## src/rtl/core/number_to_english_words_unit_macros.svh

```systemverilog
// Assertion macros shared by the number speller RTL.
`ifndef NUMBER_TO_ENGLISH_WORDS_UNIT_MACROS_SVH
`define NUMBER_TO_ENGLISH_WORDS_UNIT_MACROS_SVH

`ifndef SYNTHESIS
// Check a condition on every clock edge outside reset.
`define NTEW_ASSERT_ALWAYS(label, cond) \
    label: assert property (@(posedge clk) disable iff (!rst_n) (cond)) \
        else $error("assertion failed");
// Check that an antecedent implies a consequent in the same cycle.
`define NTEW_ASSERT_IMP(label, ante, cons) \
    label: assert property (@(posedge clk) disable iff (!rst_n) (ante) |-> (cons)) \
        else $error("assertion failed");
// Check that an antecedent implies a consequent in the next cycle.
`define NTEW_ASSERT_NEXT(label, ante, cons) \
    label: assert property (@(posedge clk) disable iff (!rst_n) (ante) |=> (cons)) \
        else $error("assertion failed");
`else
`define NTEW_ASSERT_ALWAYS(label, cond)
`define NTEW_ASSERT_IMP(label, ante, cons)
`define NTEW_ASSERT_NEXT(label, ante, cons)
`endif

`endif

```

## src/rtl/core/n2ew_pkg.sv

```systemverilog
// Types, constants and the microcode table of the number speller.
package n2ew_pkg;

    localparam int VALUE_W    = 31;
    localparam int WORD_W     = 5;
    localparam int NUM_DIGITS = 10;
    localparam int BCD_W      = 4 * NUM_DIGITS;
    localparam int SHIFT_W    = 5;
    localparam int PC_W       = 5;

    localparam logic [WORD_W-1:0] WORD_ZERO     = 5'd0;
    localparam logic [WORD_W-1:0] WORD_TEEN0    = 5'd10;
    localparam logic [WORD_W-1:0] WORD_TENS_OFS = 5'd18;
    localparam logic [WORD_W-1:0] WORD_HUNDRED  = 5'd28;

    localparam logic [SHIFT_W-1:0] LAST_SHIFT = SHIFT_W'(VALUE_W - 1);

    // Group indexes: units, thousands, millions, billions
    localparam logic [1:0] GRP_UNITS     = 2'd0;
    localparam logic [1:0] GRP_THOUSANDS = 2'd1;
    localparam logic [1:0] GRP_MILLIONS  = 2'd2;
    localparam logic [1:0] GRP_BILLIONS  = 2'd3;

    // Program addresses
    localparam logic [PC_W-1:0] PC_BILLIONS  = 5'd0;
    localparam logic [PC_W-1:0] PC_MILLIONS  = 5'd6;
    localparam logic [PC_W-1:0] PC_THOUSANDS = 5'd12;
    localparam logic [PC_W-1:0] PC_UNITS     = 5'd18;
    localparam logic [PC_W-1:0] PC_END       = 5'd23;

    typedef enum logic [1:0] {
        ST_IDLE,
        ST_CONV,
        ST_RUN
    } state_t;

    typedef enum logic [2:0] {
        OP_CHECK,
        OP_HDIG,
        OP_HWORD,
        OP_TENS,
        OP_UNITS,
        OP_SCALE,
        OP_END
    } op_t;

    typedef struct packed {
        op_t              op;
        logic [1:0]       grp;
        logic [PC_W-1:0]  target;
    } ctrl_t;

    function automatic ctrl_t mk(op_t op, logic [1:0] grp, logic [PC_W-1:0] target);
        ctrl_t c;
        c.op     = op;
        c.grp    = grp;
        c.target = target;
        return c;
    endfunction

    // Microcode: per group skip-if-zero, hundreds digit, Hundred, tens/teen,
    // units, scale word (none for the units group); finish with the end step.
    function automatic ctrl_t rom(logic [PC_W-1:0] pc);
        ctrl_t c;
        unique case (pc)
            5'd0:    c = mk(OP_CHECK, GRP_BILLIONS, PC_MILLIONS);
            5'd1:    c = mk(OP_HDIG,  GRP_BILLIONS, PC_END);
            5'd2:    c = mk(OP_HWORD, GRP_BILLIONS, PC_END);
            5'd3:    c = mk(OP_TENS,  GRP_BILLIONS, PC_END);
            5'd4:    c = mk(OP_UNITS, GRP_BILLIONS, PC_END);
            5'd5:    c = mk(OP_SCALE, GRP_BILLIONS, PC_END);
            5'd6:    c = mk(OP_CHECK, GRP_MILLIONS, PC_THOUSANDS);
            5'd7:    c = mk(OP_HDIG,  GRP_MILLIONS, PC_END);
            5'd8:    c = mk(OP_HWORD, GRP_MILLIONS, PC_END);
            5'd9:    c = mk(OP_TENS,  GRP_MILLIONS, PC_END);
            5'd10:   c = mk(OP_UNITS, GRP_MILLIONS, PC_END);
            5'd11:   c = mk(OP_SCALE, GRP_MILLIONS, PC_END);
            5'd12:   c = mk(OP_CHECK, GRP_THOUSANDS, PC_UNITS);
            5'd13:   c = mk(OP_HDIG,  GRP_THOUSANDS, PC_END);
            5'd14:   c = mk(OP_HWORD, GRP_THOUSANDS, PC_END);
            5'd15:   c = mk(OP_TENS,  GRP_THOUSANDS, PC_END);
            5'd16:   c = mk(OP_UNITS, GRP_THOUSANDS, PC_END);
            5'd17:   c = mk(OP_SCALE, GRP_THOUSANDS, PC_END);
            5'd18:   c = mk(OP_CHECK, GRP_UNITS, PC_END);
            5'd19:   c = mk(OP_HDIG,  GRP_UNITS, PC_END);
            5'd20:   c = mk(OP_HWORD, GRP_UNITS, PC_END);
            5'd21:   c = mk(OP_TENS,  GRP_UNITS, PC_END);
            5'd22:   c = mk(OP_UNITS, GRP_UNITS, PC_END);
            default: c = mk(OP_END,   GRP_UNITS, PC_END);
        endcase
        return c;
    endfunction

endpackage

```

## src/rtl/core/number_to_english_words_unit.sv

```systemverilog
// Number speller: a value below 2^31 in, a run of English word tokens out.
// Operation: bit-serial BCD conversion, then a microcode program of at most 24 steps
//   emits at most one word per step; start is taken only while idle.
// A value is spelled to its final beat before the next is accepted; a zero group
//   skips four or five steps. Busy drops with the final beat.
// Reset: rst_n clears the sequencer, converter control and output strobe; no beat can stall.
`include "number_to_english_words_unit_macros.svh"

module number_to_english_words_unit (
    input  logic                          clk,
    input  logic                          rst_n,
    input  logic                          start,
    input  logic [n2ew_pkg::VALUE_W-1:0]  value,
    output logic                          busy,
    output logic                          strobe,
    output logic [n2ew_pkg::WORD_W-1:0]   word,
    output logic                          last
);
    import n2ew_pkg::*;

    state_t              state_reg, state_next;
    logic [PC_W-1:0]     pc_reg, pc_next;
    logic                pend_valid_reg, pend_valid_next;
    logic [WORD_W-1:0]   pend_code_reg, pend_code_next;
    logic                strobe_reg, strobe_next;
    logic [WORD_W-1:0]   word_reg, word_next;
    logic                last_reg, last_next;

    logic                accept;
    logic                conv_done;
    logic [BCD_W-1:0]    digits;
    ctrl_t               ctrl;
    logic [11:0]         grp_bcd;
    logic [3:0]          hund, tens, units;
    logic                grp_zero;
    logic                tok_valid;
    logic [WORD_W-1:0]   tok_code;

    assign accept = start && (state_reg == ST_IDLE);

    n2ew_bcd u_bcd (
        .clk    (clk),
        .rst_n  (rst_n),
        .start  (accept),
        .value  (value),
        .done   (conv_done),
        .digits (digits)
    );

    // Fetch the control word for the current step
    assign ctrl = rom(pc_reg);

    // Select the digits of the addressed group: three, or one for billions
    always_comb
    begin
        unique case (ctrl.grp)
            GRP_UNITS:     grp_bcd = digits[11:0];
            GRP_THOUSANDS: grp_bcd = digits[23:12];
            GRP_MILLIONS:  grp_bcd = digits[35:24];
            default:       grp_bcd = {8'd0, digits[39:36]};
        endcase
    end

    assign hund     = grp_bcd[11:8];
    assign tens     = grp_bcd[7:4];
    assign units    = grp_bcd[3:0];
    assign grp_zero = (grp_bcd == 12'd0);

    // Decode the token that this step produces, if any
    always_comb
    begin
        tok_valid = 1'b0;
        tok_code  = WORD_ZERO;
        unique case (ctrl.op)
            OP_HDIG:
            begin
                tok_valid = (hund != 4'd0);
                tok_code  = {1'b0, hund};
            end
            OP_HWORD:
            begin
                tok_valid = (hund != 4'd0);
                tok_code  = WORD_HUNDRED;
            end
            OP_TENS:
            begin
                if (tens == 4'd1)
                begin
                    tok_valid = 1'b1;
                    tok_code  = WORD_TEEN0 + {1'b0, units};
                end
                else if (tens != 4'd0)
                begin
                    tok_valid = 1'b1;
                    tok_code  = WORD_TENS_OFS + {1'b0, tens};
                end
            end
            OP_UNITS:
            begin
                tok_valid = (tens != 4'd1) && (units != 4'd0);
                tok_code  = {1'b0, units};
            end
            OP_SCALE:
            begin
                tok_valid = 1'b1;
                tok_code  = WORD_HUNDRED + {3'd0, ctrl.grp};
            end
            default:
            begin
                tok_valid = 1'b0;
                tok_code  = WORD_ZERO;
            end
        endcase
    end

    // Sequence conversion and program; hold one token back to mark the last
    always_comb
    begin
        state_next      = state_reg;
        pc_next         = pc_reg;
        pend_valid_next = pend_valid_reg;
        pend_code_next  = pend_code_reg;
        strobe_next     = 1'b0;
        word_next       = word_reg;
        last_next       = last_reg;
        unique case (state_reg)
            ST_IDLE:
            begin
                if (start)
                    state_next = ST_CONV;
            end
            ST_CONV:
            begin
                pc_next         = PC_BILLIONS;
                pend_valid_next = 1'b0;
                if (conv_done)
                    state_next = ST_RUN;
            end
            ST_RUN:
            begin
                if (ctrl.op == OP_END)
                begin
                    strobe_next = 1'b1;
                    word_next   = pend_valid_reg ? pend_code_reg : WORD_ZERO;
                    last_next   = 1'b1;
                    state_next  = ST_IDLE;
                end
                else
                begin
                    if (ctrl.op == OP_CHECK && grp_zero)
                        pc_next = ctrl.target;
                    else
                        pc_next = pc_reg + 1'b1;
                    if (tok_valid)
                    begin
                        strobe_next     = pend_valid_reg;
                        word_next       = pend_code_reg;
                        last_next       = 1'b0;
                        pend_valid_next = 1'b1;
                        pend_code_next  = tok_code;
                    end
                end
            end
            default:
            begin
                state_next = ST_IDLE;
            end
        endcase
    end

    // Hold control state
    always_ff @(posedge clk or negedge rst_n)
    begin
        if (!rst_n)
        begin
            state_reg      <= ST_IDLE;
            pc_reg         <= '0;
            pend_valid_reg <= 1'b0;
            strobe_reg     <= 1'b0;
        end
        else
        begin
            state_reg      <= state_next;
            pc_reg         <= pc_next;
            pend_valid_reg <= pend_valid_next;
            strobe_reg     <= strobe_next;
        end
    end

    // Hold payload
    always_ff @(posedge clk)
    begin
        pend_code_reg <= pend_code_next;
        word_reg      <= word_next;
        last_reg      <= last_next;
    end

    assign busy   = (state_reg != ST_IDLE);
    assign strobe = strobe_reg;
    assign word   = word_reg;
    assign last   = last_reg;

    `NTEW_ASSERT_NEXT(a_accept_busy, accept, busy)
    `NTEW_ASSERT_IMP(a_last_idle, strobe && last, !busy)
    `NTEW_ASSERT_IMP(a_mid_busy, strobe && !last, state_reg == ST_RUN)
    `NTEW_ASSERT_ALWAYS(a_pc_range, (state_reg != ST_RUN) || (pc_reg <= PC_END))

endmodule

```

## src/rtl/core/n2ew_bcd.sv

```systemverilog
// Shift-and-add-3 binary to BCD converter, one input bit per cycle.
module n2ew_bcd (
    input  logic                       clk,
    input  logic                       rst_n,
    input  logic                       start,
    input  logic [n2ew_pkg::VALUE_W-1:0] value,
    output logic                       done,
    output logic [n2ew_pkg::BCD_W-1:0] digits
);
    import n2ew_pkg::*;

    logic                 busy_reg, busy_next;
    logic [SHIFT_W-1:0]   cnt_reg, cnt_next;
    logic [VALUE_W-1:0]   bin_reg, bin_next;
    logic [BCD_W-1:0]     bcd_reg, bcd_next;
    logic [BCD_W-1:0]     bcd_adj;

    // Add three to every digit of five or more before the shift
    always_comb
    begin
        for (int i = 0; i < NUM_DIGITS; i++)
        begin
            if (bcd_reg[4*i +: 4] >= 4'd5)
                bcd_adj[4*i +: 4] = bcd_reg[4*i +: 4] + 4'd3;
            else
                bcd_adj[4*i +: 4] = bcd_reg[4*i +: 4];
        end
    end

    // Load on start, then shift one bit per cycle
    always_comb
    begin
        busy_next = busy_reg;
        cnt_next  = cnt_reg;
        bin_next  = bin_reg;
        bcd_next  = bcd_reg;
        if (start)
        begin
            busy_next = 1'b1;
            cnt_next  = '0;
            bin_next  = value;
            bcd_next  = '0;
        end
        else if (busy_reg)
        begin
            bcd_next = {bcd_adj[BCD_W-2:0], bin_reg[VALUE_W-1]};
            bin_next = {bin_reg[VALUE_W-2:0], 1'b0};
            cnt_next = cnt_reg + 1'b1;
            if (cnt_reg == LAST_SHIFT)
                busy_next = 1'b0;
        end
    end

    // Hold control state
    always_ff @(posedge clk or negedge rst_n)
    begin
        if (!rst_n)
        begin
            busy_reg <= 1'b0;
            cnt_reg  <= '0;
        end
        else
        begin
            busy_reg <= busy_next;
            cnt_reg  <= cnt_next;
        end
    end

    // Hold datapath
    always_ff @(posedge clk)
    begin
        bin_reg <= bin_next;
        bcd_reg <= bcd_next;
    end

    assign done   = busy_reg && (cnt_reg == LAST_SHIFT);
    assign digits = bcd_reg;

endmodule

```

## config.mk

```make
export PLATFORM = sky130hd
export DESIGN_NAME = number_to_english_words_unit
export DESIGN_NICKNAME = d
export VERILOG_FILES = /design/src/rtl/core/n2ew_pkg.sv /design/src/rtl/core/number_to_english_words_unit.sv /design/src/rtl/core/n2ew_bcd.sv
export VERILOG_INCLUDE_DIRS = /design/src /design/src/rtl/core
export SDC_FILE = /design/constraint.sdc
export NUM_CORES = 1
export LEC_CHECK = 0
export BUFFER_PORTS_ARGS = -buffer_cell sky130_fd_sc_hd__buf_2
export CORE_ASPECT_RATIO = 0.9
export CORE_UTILIZATION = 25
export CTS_CLUSTER_DIAMETER = 150
export DETAILED_ROUTE_END_ITERATION = 7
export PLACE_DENSITY = 0.52
export SETUP_SLACK_MARGIN = 0.15
export SKIP_LAST_GASP = 1
export SYNTH_ARGS = -nofsm -noshare
export SYNTH_HDL_FRONTEND = slang
export SYNTH_HIERARCHICAL = 1
export SYNTH_SLANG_ARGS = --single-unit
```

## constraint.sdc

```tcl
create_clock -name clk -period 3.85 [get_ports clk]
set_input_delay 0.5775 -clock clk [delete_from_list [all_inputs] [get_ports clk]]
set_output_delay 0.5775 -clock clk [all_outputs]
set_load 0.01 [all_outputs]
```

==> results of run 1 <==
critical path: stages (launching register included):
cell	delay (ns)
dfrtp_1	0.53
inv_1	0.15
ha_1	0.27
nor2b_1	0.15
buf_4	0.16
o32ai_1	0.13
o31a_1	0.27
and4bb_4	0.29
a2111oi_2	0.32
nor3_2	0.12
a21boi_1	0.54
layout by cell type (no fill, tap or decap), types with 3 or more instances in the layout:
master / count
inv_1: 50
a21oi_1: 48
edfxtp_1: 42
buf_2: 41
dfxtp_1: 40
o21ai_0: 39
nand2_1: 35
nand3_1: 33
ha_1: 32
mux2_2: 31
nor2_1: 17
nand2b_1: 16
o21ai_2: 16
dfrtp_1: 14
o32ai_1: 12
buf_4: 12
nor2b_1: 10
nor3_1: 9
or3_1: 9
a311o_1: 9
a221oi_2: 9
clkbuf_16: 9
o32a_1: 9
o221ai_1: 9
a21o_1: 5
nand3b_1: 5
nand4_1: 5
o22ai_1: 4
xor2_1: 4
mux2i_1: 4
and2_1: 3
o21ai_1: 3
o311ai_0: 3
a211oi_1: 3
a311oi_1: 3
a21boi_0: 3
worst paths after layout:
check	end	cells after the start
worst max-delay path	word[1]$_DFFE_PP_	10
worst min-delay path	u_bcd/cnt_reg[0]$_DFFE_PN0P_	1
worst max register to register	word[1]$_DFFE_PP_	10
worst min register to register	u_bcd/digits[39]$_SDFFE_PP0P_	2
max in group asynchronous	u_bcd/busy_reg$_DFF_PN0_	1
min in group clk	u_bcd/digits[39]$_SDFFE_PP0P_	2
routing by layer:
layer / track usage / vias up / part of all wire
li1: - / 2414 / -
met1: 0.1629 / 2334 / 0.49
met2: 0.1777 / 83 / 0.46
met3: 0.02247 / 10 / 0.035
met4: 0.03853 / 0 / 0.012
met5: 0 / - / 0
cell usage after synthesis (10+ instances only):
cell	instances
nor2b_1	10
nand2b_1	16
nand3_1	33
o32ai_1	12
nand2_1	35
mux2_2	31
dfrtp_1	15
edfxtp_1	42
o21ai_0	39
nor2_1	18
o21ai_2	16
a21oi_1	48
dfxtp_1	40
ha_1	32
buf_2	17
inv_1	50
layout make-up:
type	count	area, um^2
inverter	51	191.4
fill	2529	17270
multi-input combinational	441	3319
clock inverter	7	61.31
timing repair buffer	53	295.3
tap	308	385.4
clock buffer	9	225.2
sequential	97	2439
stage by stage:
step	area (um^2)	setup WS (ns)
after detailed placement	6630	0.5756
after CTS	6917	0.5674
after global placement	6630	0.6764
final	6917	0.5658
after global routing	6917	0.3160
after floorplan	6155	0.8143
kinds of logic after synthesis:
group	after synthesis
DFF	97
adders and majority gates	32
muxes	37
AOI/OAI and AO/OA	203
buffers and inverters	84
xor gates and xnor gates	6
and+or+nand+nor	163
power groups by stage:
stage | Combinational, mW | Clock [mW] | Sequential, mW
floorplan | 1.80 | 0 | 1.87
global placement | 2.10 | 0 | 2.04
detailed placement | 2.12 | 0 | 2.04
CTS | 2.13 | 0.935 | 2.02
global route | 2.41 | 0.977 | 2.09
finish | 2.12 | 0.898 | 2.01
==> impl_metrics.py, run 1 <==
metrics = {
    "status": {
        "status": "finished clean",
    },
    "die": {
        "floorplan.initialDensity": 0.2544,
        "std_cell_rows": 54,
        "core_area_um2": 24190,
        "die_x_um": 167.4,
        "io_pins": 42,
        "die_area_um2": 25250,
        "die_h_um": 150.9,
    },
    "power_and_ir_drop": {
        "p_comb_frac": 0.422,
        "peakVddDrop_mv": 0.2426,
        "swShare": 0.3923,
        "seq_power_share": 0.400,
        "total_power_mw": 5.032,
        "power_switching_mw": 1.974,
        "power_density_nw_per_um2": 727.5,
        "power.share.clock": 0.178,
        "p_int_mw": 3.058,
        "leakagePower_nw": 2.684,
    },
    "detailed_routing": {
        "viasPerCell": 5.011,
        "wire_per_inst_um": 14.76,
        "wl_um": 14260,
        "drc": 0,
        "drtPass1Iterations": 5,
        "drt-initial-drc-count": 333,
        "vias": 4841,
        "ant_nets": 0,
    },
    "clock_network": {
        "cts_tree": "yes",
        "cts-htree-levels": 3,
        "hold_buffers": 0,
        "clk_latency_ns": 0.36,
        "numCtsBuffers": 9,
        "clkTransAtPathRegs_ns": 0.07,
        "cts_sinks": 97,
        "clockBufferDepth": 2,
        "root_buffer": "clkbuf_16",
        "cts_resized": 0,
        "cts_setup_buffers": 0,
    },
    "critical_path": {
        "cp-start-kind": "flip-flop",
        "crit_fanout": 11,
        "reg2reg_slack_ns": 0.57,
        "critPathCaptureType": "flip-flop",
        "crit_path_start": "pc_reg[2]$_DFFE_PN0P_",
        "r2r-start": "pc_reg[2]$_DFFE_PN0P_",
        "cp.arrival_ns": 3.28,
        "crit_required_ns": 3.85,
        "path_class": "flip-flop to flip-flop",
    },
    "sta": {
        "slew_headroom": 0.3332,
        "final.setup.tns_ns": 0,
        "rsz0062_at_grt": "false",
        "worst_pin_slew_ns": 0.9877,
        "fmax_mhz": 304.5,
        "setup_violations": 0,
        "slew_viol_final": 0,
        "fin_worst_skew_ns": 0.007694,
        "fin_crit_sh": 0.8530,
        "hold_violations": 0,
        "period_minus_slack_ns": 3.284,
        "whs_ns": 0.1254,
    },
    "logic_synthesis": {
        "syn_avg_cell_area_um2": 9.895,
        "yosys.area_share.adder": 0.06505,
        "synth_mux_area_frac": 0.06810,
        "synth_area_um2": 6155,
        "ys_types": 83,
        "synth_top_family_by_area": "compound AO/OA/AOI/OAI gates",
        "yosys.area.top_type": "edfxtp_1",
        "ys_seq_area_frac": 0.3960,
        "synth_cells": 622,
        "async_reset_ff_frac": 0.1546,
        "synth_area_leaders": "edfxtp_1 20%, dfxtp_1 13%, ha_1 6.5%, dfrtp_1 6.1%, mux2_2 5.7%",
        "yosys_warnings": 6,
        "yosys.area.top_type_share": 0.2049,
        "synth-simple-area-share": 0.1504,
        "syn-num-nets": 688,
        "synth_compound_area_frac": 0.2460,
        "synthFlopType": "edfxtp_1",
        "synth_seq_cells": 97,
        "synth_edf_count": 42,
        "synth_xor_area_frac": 0.008538,
    },
    "grt": {
        "grt-ovfl-total": 0,
        "grt_max_degree": 62,
        "antenna_found_initial": 0,
        "grt_usage": 0.1160,
        "grt_pass1_vias": 4399,
        "grt_pass1_wl_um": 23400,
    },
    "final_layout": {
        "largest_reg_flops": 40,
        "antenna_cells": 0,
        "fin_cells": 966,
        "drive_above_1_share": 0.2249,
        "postLayoutCoreUtil": 0.2860,
        "nets": 719,
        "syn_to_final_growth_pct": 12.38,
    },
    "place": {
        "place_congestion": 0.8586,
        "portBuffers": 41,
        "hpwl_um": 10200,
        "dp_cells": 950,
    },
    "worst_hold_path": {
        "hold_class": "primary input to async pin",
    },
    "flow_run": {
        "max_cap_viol_count": 0,
    },
}
No activity file was read; power rests on OpenSTA's default activity.
==> run 2, diff against run 1 <==
--- a/config.mk
+++ b/config.mk
@@ -12,6 +12,7 @@
 export CTS_CLUSTER_DIAMETER = 150
 export DETAILED_ROUTE_END_ITERATION = 7
 export PLACE_DENSITY = 0.52
+export RECOVER_POWER = 100
 export SETUP_SLACK_MARGIN = 0.15
 export SKIP_LAST_GASP = 1
 export SYNTH_ARGS = -nofsm -noshare
==> impl_metrics.py, run 2 (synthesized netlist as in run 1, its figures left out) <==
metrics = {
    "detailed_routing": {
        "wl_met1_um": 7102,
        "viasPerCell": 5.008,
        "ant_nets": 0,
        "wl_met2_um": 6473,
        "drc": 0,
        "wire_per_inst_um": 14.76,
        "wl_um": 14260,
        "dr_wl_met3_um": 518,
        "vias": 4838,
        "drt-initial-drc-count": 321,
        "drtPass1Iterations": 5,
        "top_layer": "met4",
    },
    "final_layout": {
        "drive_above_1_share": 0.1869,
        "nets": 719,
        "final_common_cell": "inv_1",
        "antenna_cells": 0,
        "syn_to_final_growth_pct": 10.94,
        "most-common-layout-cells": "51 x inv_1, 48 x a21oi_1, 42 x edfxtp_1",
        "largest_reg_flops": 40,
    },
    "clock_network": {
        "hold_buffers": 0,
        "cts_sinks": 97,
        "clockBufferDepth": 2,
        "cts-htree-levels": 3,
        "clk_latency_ns": 0.36,
        "cts_setup_buffers": 0,
        "cts_resized": 0,
        "numCtsBuffers": 9,
        "clkTransAtPathRegs_ns": 0.07,
        "root_buffer": "clkbuf_16",
        "cts_tree": "yes",
    },
    "flow_run": {
        "max_cap_viol_count": 3,
    },
    "sta": {
        "final.setup.tns_ns": 0,
        "whs_ns": 0.3043,
        "fin_crit_sh": 0.8880,
        "setup_violations": 0,
        "slew_headroom": -0.4675,
        "worst_pin_slew_ns": 2.201,
        "fmax_mhz": 292.5,
        "rsz0062_at_grt": "false",
        "period_minus_slack_ns": 3.419,
        "slew_viol_final": 124,
        "fin_worst_skew_ns": 0.007625,
        "hold_violations": 0,
    },
    "critical_path": {
        "cpPeakStageDelay_ns": 0.51,
        "cp-start-kind": "flip-flop",
        "path_delay_family": "simple AND/OR/NAND/NOR gates",
        "crit_required_ns": 4.13,
        "critPathBufInv": 2,
        "critPathSlowestCell": "mux2_1",
        "critPathCaptureType": "flip-flop",
        "crit_path_start": "pc_reg[2]$_DFFE_PN0P_",
        "cp.arrival_ns": 3.70,
        "crit_chain": "inv_1, ha_1, nor2b_1, buf_4, mux2_2, a221oi_2, and4bb_4, nand4_1, mux2_1, o2bb2ai_2",
        "path_class": "flip-flop to flip-flop",
        "crit_fanout": 11,
        "r2r-start": "pc_reg[2]$_DFFE_PN0P_",
    },
    "power_and_ir_drop": {
        "total_power_mw": 4.972,
        "leakagePower_nw": 2.634,
        "peakVddDrop_mv": 0.2382,
        "power_density_nw_per_um2": 728.3,
    },
    "die": {
        "floorplan.initialDensity": 0.2544,
        "die_h_um": 150.9,
        "core_area_um2": 24190,
        "die_x_um": 167.4,
        "std_cell_rows": 54,
        "die_area_um2": 25250,
        "io_pins": 42,
    },
    "place": {
        "place_congestion": 0.8586,
        "portBuffers": 41,
        "hpwl_um": 10200,
    },
    "grt": {
        "grt_max_degree": 62,
        "grt_pass1_wl_um": 23400,
        "grt_pass1_vias": 4399,
        "antenna_found_initial": 0,
        "grt-ovfl-total": 0,
        "grt_usage": 0.1160,
    },
    "worst_hold_path": {
        "hold_class": "primary input to async pin",
    },
    "status": {
        "violations": "capacitance limit, slew limit",
        "status": "finished with violations",
    },
}
run 2: area by class of cell:
| cell class | count | area (um^2) |
|---|---|---|
| Clock buffer | 9 | 225.2 |
| Clock inverter | 7 | 61.31 |
| Fill cell | 2540 | 17360 |
| Inverter | 51 | 191.4 |
| Multi-Input combinational cell | 441 | 3249 |
| Sequential cell | 97 | 2439 |
| Tap cell | 308 | 385.4 |
| Timing Repair Buffer | 53 | 276.5 |
run 2: where the power goes:
group          leakage, nW  internal, mW  switching, mW
Clock                0.140         0.452          0.447
Combinational         1.52         0.993           1.06
Sequential           0.979          1.58          0.432
run 2: worst paths after layout:
path	end	slack, ns	cells after the start
min reg2reg	u_bcd/digits[39]$_SDFFE_PP0P_	0.49	2
max reg2reg	pc_reg[0]$_DFFE_PN0P_	0.43	10
min	u_bcd/cnt_reg[0]$_DFFE_PN0P_	0.30	1
max	pc_reg[0]$_DFFE_PN0P_	0.43	10
max in group asynchronous	u_bcd/busy_reg$_DFF_PN0_	2.96	1
min in group clk	u_bcd/digits[39]$_SDFFE_PP0P_	0.49	2
run 2: through the flow:
stage                     cells  instance area, um^2  setup slack, ns  utilization
after global routing        966                 6828           0.2452       0.2823
after global placement      950                 6630           0.6764       0.2741
after CTS                   966                 6917           0.5674       0.2860
after floorplan             622                 6155           0.8143            -
after detailed placement    950                 6630           0.5756       0.2741
final                       966                 6828           0.4312       0.2823
run 2: routing by layer:
layer	vias to the layer above	GRT usage
met5	-	0
met4	0	0.03853
met3	9	0.02247
met2	85	0.1777
met1	2333	0.1629
li1	2411	-
